## config.mk

```make
export PLATFORM = sky130hd
export DESIGN_NAME = audio_container_format_sniffer_flat
export DESIGN_NICKNAME = d
export VERILOG_FILES = /design/src/sv/acfs_pkg.sv /design/src/sv/acfs_if.sv /design/src/sv/audio_container_format_sniffer.sv /design/src/flat_wrapper.sv
export SDC_FILE = /design/constraint.sdc
export NUM_CORES = 1
export LEC_CHECK = 0
export ABC_AREA = 1
export BUFFER_PORTS_ARGS = -buffer_cell sky130_fd_sc_hd__buf_2
export CAP_MARGIN = 20
export CORE_MARGIN = 2
export CORE_UTILIZATION = 25
export CTS_CLUSTER_DIAMETER = 50
export CTS_CLUSTER_SIZE = 8
export DETAILED_ROUTE_END_ITERATION = 10
export PLACE_DENSITY = 0.46
export SKIP_LAST_GASP = 1
export SLEW_MARGIN = 20
export SYNTH_ARGS = -nofsm -noshare
export SYNTH_HDL_FRONTEND = slang
export SYNTH_SLANG_ARGS = --single-unit
```

## constraint.sdc

```tcl
create_clock -name clock -period 16.4 [get_ports clock]
set_input_delay 0.82 -clock clock [delete_from_list [all_inputs] [get_ports clock]]
set_output_delay 0.82 -clock clock [all_outputs]
set_load 0.1 [all_outputs]
```

## src/sv/acfs_pkg.sv

```systemverilog
`default_nettype none

package acfs_pkg;

   // Width of the stream position counter unless the top level overrides it.
   localparam int unsigned POSITION_BITS_DEFAULT = 29;

   // Number of leading bytes kept, both at the start of the file and after the tag.
   localparam int unsigned WIN           = 12;
   localparam int unsigned WIN_IDX_BITS  = $clog2(WIN);
   localparam int unsigned WIN_CNT_BITS  = $clog2(WIN + 1);

   // ID3v2 tag header: ten bytes, size in the last four, footer adds ten more.
   localparam int unsigned TAG_BITS      = 29;
   localparam int unsigned TAG_HDR_LEN   = 10;
   localparam int unsigned TAG_HDR_LAST  = TAG_HDR_LEN - 1;
   localparam logic [7:0]  TAG_FOOTER    = 8'h10;

   localparam int unsigned FORMAT_BITS   = 2;

   localparam logic [31:0] MAGIC_RIFF    = 32'h52494646;  // "RIFF"
   localparam logic [31:0] MAGIC_WAVE    = 32'h57415645;  // "WAVE"
   localparam logic [31:0] MAGIC_FLAC    = 32'h664C6143;  // "fLaC"
   localparam logic [23:0] MAGIC_ID3     = 24'h494433;    // "ID3"

   // MPEG audio frame header fields.
   localparam logic [7:0]  SYNC_BYTE     = 8'hFF;
   localparam logic [2:0]  SYNC_TOP      = 3'b111;
   localparam logic [1:0]  LAYER_RSVD    = 2'b00;
   localparam logic [3:0]  BITRATE_BAD   = 4'hF;
   localparam logic [1:0]  SRATE_RSVD    = 2'b11;

   typedef enum logic [FORMAT_BITS-1:0] {
      FMT_UNKNOWN = 2'd0,
      FMT_WAV     = 2'd1,
      FMT_FLAC    = 2'd2,
      FMT_MP3     = 2'd3
   } fmt_type;

   typedef logic [7:0] byte_type;

endpackage

`default_nettype wire

```

## src/sv/acfs_if.sv

```systemverilog
`default_nettype none

interface acfs_req_if;
   logic       valid;
   logic       ready;
   logic [7:0] byte_value;
   logic       last;

   modport source (output valid, output byte_value, output last, input ready);
   modport sink   (input valid, input byte_value, input last, output ready);
endinterface

interface acfs_rsp_if;
   logic       valid;
   logic       ready;
   logic [1:0] format;

   modport source (output valid, output format, input ready);
   modport sink   (input valid, input format, output ready);
endinterface

`default_nettype wire

```

## src/sv/audio_container_format_sniffer.sv

```systemverilog
// A byte marked last passes the input register, then the result register, which shows its format code.
// Throughput: one byte per cycle; the only stall is a last byte meeting a full result register.
// The work per byte is one input register, a window write and a few compares to the result register.
// Reset: synchronous, active high; it clears the position, the tag state and both valid flags.
// The stored byte windows are not cleared; they are only read once written in the current stream.
`default_nettype none

module audio_container_format_sniffer
   import acfs_pkg::*;
#(
   parameter int unsigned POSITION_BITS = POSITION_BITS_DEFAULT
) (
   input  wire logic   clock,
   input  wire logic   reset,
   acfs_req_if.sink    req_ch,
   acfs_rsp_if.source  rsp_ch
);

   localparam logic [POSITION_BITS-1:0] POS_MAX = '1;

   // Input register. It holds one byte; it moves on unless it is a last byte
   // and the result register is still full and not being taken.
   logic                    in_valid_ff, in_valid_in;
   byte_type                in_byte_ff;
   logic                    in_last_ff;

   // Stream state.
   logic [POSITION_BITS-1:0] position_ff, position_in;
   logic [TAG_BITS-1:0]      tag_length_ff;
   logic                     tag_valid_ff, tag_valid_in;
   logic [WIN_CNT_BITS-1:0]  at_cnt_ff, at_cnt_in;
   byte_type                 head_ff [WIN];
   byte_type                 after_ff [WIN];

   // Result register.
   logic                    rsp_valid_ff, rsp_valid_in;
   fmt_type                 rsp_format_ff;

   logic                    fire;
   logic                    accept;

   assign fire   = in_valid_ff && (!in_last_ff || !rsp_valid_ff || rsp_ch.ready);
   assign accept = req_ch.valid && req_ch.ready;

   assign req_ch.ready  = !in_valid_ff || fire;
   assign rsp_ch.valid  = rsp_valid_ff;
   assign rsp_ch.format = rsp_format_ff;

   // Window views that already include the byte in the input register, so
   // the decision for a last byte sees that byte too.
   logic                    pos_in_win;
   logic [WIN_IDX_BITS-1:0] pos_idx;
   byte_type                head_next [WIN];
   logic                    at_wr;
   logic [WIN_IDX_BITS-1:0] at_idx;
   byte_type                after_next [WIN];

   assign pos_in_win = position_ff < POSITION_BITS'(WIN);
   assign pos_idx    = position_ff[WIN_IDX_BITS-1:0];

   // The after-tag window starts filling when the position reaches the tag
   // length and keeps going on its own count until it holds WIN bytes.
   assign at_wr  = tag_valid_ff &&
                   ((at_cnt_ff != '0) ? (at_cnt_ff < WIN_CNT_BITS'(WIN))
                                      : (position_ff == POSITION_BITS'(tag_length_ff)));
   assign at_idx = at_cnt_ff[WIN_IDX_BITS-1:0];

   always_comb begin
      for (int i = 0; i < WIN; i++) begin
         head_next[i]  = (pos_in_win && pos_idx == WIN_IDX_BITS'(i)) ? in_byte_ff
                                                                      : head_ff[i];
         after_next[i] = (at_wr && at_idx == WIN_IDX_BITS'(i)) ? in_byte_ff : after_ff[i];
      end
   end

   // Tag header check, done when the tenth byte is in the input register.
   logic                judge_now;
   logic                judge_ok;
   logic [27:0]         tag_size;
   logic [TAG_BITS-1:0] tag_length_calc;

   assign judge_now = position_ff == POSITION_BITS'(TAG_HDR_LAST);
   assign tag_size  = {head_next[6][6:0], head_next[7][6:0],
                       head_next[8][6:0], head_next[9][6:0]};
   assign judge_ok  = ({head_next[0], head_next[1], head_next[2]} == MAGIC_ID3) &&
                      (head_next[3] != SYNC_BYTE) && (head_next[4] != SYNC_BYTE) &&
                      !head_next[6][7] && !head_next[7][7] &&
                      !head_next[8][7] && !head_next[9][7];
   assign tag_length_calc = TAG_BITS'(TAG_HDR_LEN) + TAG_BITS'(tag_size) +
                            (((head_next[5] & TAG_FOOTER) != '0) ? TAG_BITS'(TAG_HDR_LEN)
                                                                 : '0);

   logic                    tag_valid_now;
   logic [WIN_CNT_BITS-1:0] at_cnt_now;

   assign tag_valid_now = judge_now ? judge_ok : tag_valid_ff;
   assign at_cnt_now    = at_wr ? at_cnt_ff + 1'b1 : at_cnt_ff;

   // Format decision. The byte count of the stream is position plus one, so
   // "at least k bytes" is a compare of the position against k minus one.
   logic    have3, have4, have12;
   logic    head_riff, head_wave, head_flac, head_id3;
   logic    tag_flac, tag_riff, tag_wave;
   logic    mp3_sync;
   fmt_type format_now;

   assign have3  = position_ff >= POSITION_BITS'(2);
   assign have4  = position_ff >= POSITION_BITS'(3);
   assign have12 = position_ff >= POSITION_BITS'(WIN - 1);

   assign head_riff = have4 &&
      ({head_next[0], head_next[1], head_next[2], head_next[3]} == MAGIC_RIFF);
   assign head_wave = have12 &&
      ({head_next[8], head_next[9], head_next[10], head_next[11]} == MAGIC_WAVE);
   assign head_flac = have4 &&
      ({head_next[0], head_next[1], head_next[2], head_next[3]} == MAGIC_FLAC);
   assign head_id3  = have3 && ({head_next[0], head_next[1], head_next[2]} == MAGIC_ID3);

   assign tag_flac = tag_valid_now && (at_cnt_now >= WIN_CNT_BITS'(4)) &&
      ({after_next[0], after_next[1], after_next[2], after_next[3]} == MAGIC_FLAC);
   assign tag_riff = tag_valid_now && (at_cnt_now >= WIN_CNT_BITS'(4)) &&
      ({after_next[0], after_next[1], after_next[2], after_next[3]} == MAGIC_RIFF);
   assign tag_wave = tag_valid_now && (at_cnt_now == WIN_CNT_BITS'(WIN)) &&
      ({after_next[8], after_next[9], after_next[10], after_next[11]} == MAGIC_WAVE);

   assign mp3_sync = have4 && (head_next[0] == SYNC_BYTE) &&
                     (head_next[1][7:5] == SYNC_TOP) &&
                     (head_next[1][2:1] != LAYER_RSVD) &&
                     (head_next[2][7:4] != BITRATE_BAD) &&
                     (head_next[2][3:2] != SRATE_RSVD);

   always_comb begin
      priority if (head_riff && head_wave) begin
         format_now = FMT_WAV;
      end else if (head_flac) begin
         format_now = FMT_FLAC;
      end else if (head_id3) begin
         // Inside an ID3 file the container behind the tag wins; else it is MP3.
         priority if (tag_flac) begin
            format_now = FMT_FLAC;
         end else if (tag_riff && tag_wave) begin
            format_now = FMT_WAV;
         end else begin
            format_now = FMT_MP3;
         end
      end else if (mp3_sync) begin
         format_now = FMT_MP3;
      end else begin
         format_now = FMT_UNKNOWN;
      end
   end

   // Next values of the control registers.
   always_comb begin
      in_valid_in  = in_valid_ff;
      position_in  = position_ff;
      tag_valid_in = tag_valid_ff;
      at_cnt_in    = at_cnt_ff;
      rsp_valid_in = rsp_valid_ff;

      if (rsp_ch.ready) begin
         rsp_valid_in = 1'b0;
      end
      if (fire) begin
         in_valid_in = 1'b0;
         if (in_last_ff) begin
            // End of stream: the next byte starts over at offset zero.
            position_in  = '0;
            tag_valid_in = 1'b0;
            at_cnt_in    = '0;
            rsp_valid_in = 1'b1;
         end else begin
            position_in  = (position_ff == POS_MAX) ? position_ff : position_ff + 1'b1;
            tag_valid_in = tag_valid_now;
            at_cnt_in    = at_cnt_now;
         end
      end
      if (accept) begin
         in_valid_in = 1'b1;
      end
   end

   always_ff @(posedge clock) begin
      if (reset) begin
         in_valid_ff  <= 1'b0;
         position_ff  <= '0;
         tag_valid_ff <= 1'b0;
         at_cnt_ff    <= '0;
         rsp_valid_ff <= 1'b0;
      end else begin
         in_valid_ff  <= in_valid_in;
         position_ff  <= position_in;
         tag_valid_ff <= tag_valid_in;
         at_cnt_ff    <= at_cnt_in;
         rsp_valid_ff <= rsp_valid_in;
      end
   end

   // Payload registers carry no reset.
   always_ff @(posedge clock) begin
      if (accept) begin
         in_byte_ff <= req_ch.byte_value;
         in_last_ff <= req_ch.last;
      end
      if (fire) begin
         if (pos_in_win) begin
            head_ff[pos_idx] <= in_byte_ff;
         end
         if (at_wr) begin
            after_ff[at_idx] <= in_byte_ff;
         end
         if (judge_now && judge_ok) begin
            tag_length_ff <= tag_length_calc;
         end
         if (in_last_ff) begin
            rsp_format_ff <= format_now;
         end
      end
   end

endmodule

`default_nettype wire

```

## src/flat_wrapper.sv

```systemverilog
// flat-port wrapper written by rule: the top's interface ports become plain ports
module audio_container_format_sniffer_flat import acfs_pkg::*;
#(
   parameter int unsigned POSITION_BITS = POSITION_BITS_DEFAULT
)
  (clock, reset, req_ch_valid, req_ch_byte_value, req_ch_last, req_ch_ready, rsp_ch_valid, rsp_ch_format, rsp_ch_ready);
  acfs_req_if req_ch_i ();
  acfs_rsp_if rsp_ch_i ();
  input  wire logic clock;
  input  wire logic reset;
  input wire logic [$bits(req_ch_i.valid)-1:0] req_ch_valid;
  input wire logic [$bits(req_ch_i.byte_value)-1:0] req_ch_byte_value;
  input wire logic [$bits(req_ch_i.last)-1:0] req_ch_last;
  output wire logic [$bits(req_ch_i.ready)-1:0] req_ch_ready;
  output wire logic [$bits(rsp_ch_i.valid)-1:0] rsp_ch_valid;
  output wire logic [$bits(rsp_ch_i.format)-1:0] rsp_ch_format;
  input wire logic [$bits(rsp_ch_i.ready)-1:0] rsp_ch_ready;
  assign req_ch_i.valid = req_ch_valid;
  assign req_ch_i.byte_value = req_ch_byte_value;
  assign req_ch_i.last = req_ch_last;
  assign req_ch_ready = req_ch_i.ready;
  assign rsp_ch_valid = rsp_ch_i.valid;
  assign rsp_ch_format = rsp_ch_i.format;
  assign rsp_ch_i.ready = rsp_ch_ready;
  audio_container_format_sniffer #(.POSITION_BITS(POSITION_BITS)) u_core (.clock(clock), .reset(reset), .req_ch(req_ch_i), .rsp_ch(rsp_ch_i));
endmodule
```

==> flow_metrics.env <==
export IMPL_vias=9145
export IMPL_startpoint="u_core.position_ff[22]$_SDFFE_PP0P_"
export IMPL_postCtsSetupBuffers=0
export IMPL_tns_ps=0
export IMPL_worstSetupPathType="flop to flop"
export IMPL_ff2ff_path_depth=23
export IMPL_synth_seq_cells=229
export IMPL_grt_use_total=0.133
export IMPL_mostFrequentLayoutCells="nand2_1 (366), edfxtp_1 (193), inv_1 (182)"
export IMPL_die_h_um=222
export IMPL_synth_distinct_cells=49
export IMPL_syn_area_per_cell_um2=8.67
export IMPL_path_max_fanout=39
export IMPL_leakage_nw=5.53
export IMPL_synth_area_mm2=0.0119
export IMPL_place_area_mm2=0.0127
export IMPL_fin_skew_ps=17.0
export IMPL_synth_edff_count=193
export IMPL_viasPerCell=4.47
export IMPL_ant_nets=0
export IMPL_grt_pass1_vias=8929
export IMPL_io_buffer_count=16
export IMPL_p_per_area_mw_per_mm2=102
export IMPL_htreeDepth=2
export IMPL_ir_worst_vdd_uv=56.9
export IMPL_setup_worst_path_end="u_core.tag_length_ff[21]$_DFFE_PP_"
export IMPL_drive_above_1_share=0.0932
export IMPL_synth_warnings=0
export IMPL_synth_nets=1398
export IMPL_drcViolationCount=0
export IMPL_n_antenna_cell=0
export IMPL_slew_violations=0
export IMPL_grt_ovfl_total=0
export IMPL_r2r_end="u_core.tag_length_ff[21]$_DFFE_PP_"
export IMPL_dp_hpwl_mm=22.1
export IMPL_hold_class="input port to flop"
export IMPL_hold_buffers=0
export IMPL_cts_buffers=39
export IMPL_clock_sinks=229
export IMPL_max_slew_worst_pin_slew_ps=718
export IMPL_boundaryPins=17
export IMPL_period_share=0.250
export IMPL_insertion_delay_ps=530
export IMPL_routed_wl_mm=32.7
export IMPL_highest_layer="met4"
export IMPL_drt_pass1_iterations=5
export IMPL_initial_utilization=0.254
export IMPL_final_common_cell="nand2_1"
export IMPL_rsz0062_at_grt="no"
export IMPL_cts_resized=0
export IMPL_gp_congestion=0.873
export IMPL_r2r_start="u_core.position_ff[22]$_SDFFE_PP0P_"
export IMPL_r2r_slack_ps=12290
export IMPL_cts_tree="yes"
export IMPL_cts_path_max_buffers=3
export IMPL_worstPathRequired_ps=16660
export IMPL_maxCapViolCount=0
export IMPL_cp_start_kind="flop"
export IMPL_dieWidth_um=222
export IMPL_seq_area_mm2=0.00652
export IMPL_worst_ep_arrival_time_ps=4370
export IMPL_wl_met1_mm=15.4
export IMPL_coreArea_mm2=0.0468
export IMPL_max_freq_mhz=244
export IMPL_fillers=4949
export IMPL_setup_violations=0
export IMPL_synthCells=1372
export IMPL_cts_root_buf="clkbuf_16"
export IMPL_grt_max_degree=40
export IMPL_grt_pass1_wl_mm=50.8
export IMPL_areaGrowthSynthToFinish_pct=16.8
export IMPL_holdPathStages=1
export IMPL_wl_per_cell_um=16.0
export IMPL_wl_met2_mm=15.3
export IMPL_hold_violations=0
export IMPL_wl_met3_mm=1.28
export IMPL_antenna_found_initial=0
export IMPL_first_iter_violations=639
export IMPL_endpoint_kind="flop"
export IMPL_fin_nets=1445
export IMPL_final_cell_area_mm2=0.0139
export IMPL_outcome="finished, final reports clean"
export IMPL_asyncSetResetFlopFracSynth=0
export IMPL_multi_input_area_mm2=0.00449
export IMPL_yosys_most_used_dff="edfxtp_1"
export IMPL_slew_headroom=0.521
export IMPL_row_count=79
export IMPL_seq_area_frac_synth=0.548
export IMPL_die_area_mm2=0.0493
export IMPL_finalCriticalPeriod_ps=4110
export IMPL_clk_pin_slew_ps=50
-- layer usage --
metal  global-route usage  vias to the layer above
met5                    0                        -
met2                0.220                      145
met1                0.178                     4308
li1                     -                     4641
met4               0.0399                        0
met3               0.0225                       51
-- flip-flops by register name, summed over array words and instances (netlist names) --
signal,count
u_core.head_ff,89
u_core.in_last_ff,1
u_core.in_valid_ff,1
u_core.at_cnt_ff,4
u_core.tag_valid_ff,1
u_core.position_ff,29
u_core.rsp_ch.valid,1
u_core.in_byte_ff,8
u_core.after_ff,64
u_core.tag_length_ff,29
u_core.rsp_ch.format,2
-- critical path: stages (launching register included) --
cell     delay (ps)
dfxtp_1         350
nor2_1          200
nand2_1          90
nor2_1          130
nand2_1         150
nor2_4          100
buf_4           390
nand2_2         290
a21oi_1         290
ha_1            180
inv_1            40
ha_1            310
nand3_1         100
nand2_1         100
nand2_1          60
nor2_1          180
nand2_1         110
inv_1           100
nand2_2          80
nor2_4          160
inv_2            70
nor2_4          110
nand3_1         110
xnor2_1         140
-- synth_stat cells (all sizes together) (5+ instances only) --
master	instances	area, µm²
nor3	31	171
nor4	18	128
buf	18	130
inv	187	702
nand2	373	1420
xnor2	12	105
nand3b	5	37.5
a21oi	37	196
clkbuf	13	48.8
nor2	185	739
a211oi	6	45.0
xor2	27	236
nand3	90	473
o21ai	62	333
nand4	41	263
ha	13	163
dfxtp	36	721
edfxtp	193	5800
-- report_power, final --
group	total, mW	internal [mW]	switching, mW
Clock	0.740	0.470	0.271
Sequential	0.636	0.634	0.00158
Combinational	0.0470	0.00927	0.0378
-- through the flow --
step	std cells	worst slack, ps	util	hold slack [ps]	total power [mW]
after floorplan	1372	11110	-	455	0.671
after global placement	1984	12420	0.272	476	0.694
after detailed placement	1984	12300	0.272	477	0.694
after CTS	2044	12300	0.297	446	1.44
after global routing	2045	11910	0.297	454	1.47
final	2045	12290	0.297	473	1.42
-- kinds of logic after synthesis --
kind of cell,synth area share
flip-flops,0.548
XOR/XNOR,0.0287
AND/OR/NAND/NOR,0.279
buffers and inverters,0.0751
adder cells (fa/ha/maj),0.0137
AO/OA/AOI/OAI,0.0562
-- layout make-up --
type / instances / area share
repair buffers: 37 / 0.0176
inverters: 189 / 0.0514
flip-flops and latches: 229 / 0.469
well taps: 607 / 0.0546
multi-input cells: 923 / 0.323
clock inverters: 10 / 0.00738
clock buffers: 50 / 0.0769
-- how the worst min path moves through the flow --
stage	from	endpoint	slack, ps
floorplan	u_core.tag_valid_ff$_SDFFE_PP0P_	u_core.tag_valid_ff$_SDFFE_PP0P_	450
global placement	u_core.tag_valid_ff$_SDFFE_PP0P_	u_core.tag_valid_ff$_SDFFE_PP0P_	480
detailed placement	u_core.tag_valid_ff$_SDFFE_PP0P_	u_core.tag_valid_ff$_SDFFE_PP0P_	480
CTS	req_ch_byte_value[7]	u_core.in_byte_ff[7]$_DFFE_PP_	450
global route	req_ch_byte_value[2]	u_core.in_byte_ff[2]$_DFFE_PP_	450
finish	req_ch_byte_value[7]	u_core.in_byte_ff[7]$_DFFE_PP_	470
Note: power is estimated with default switching activity, not from simulation.
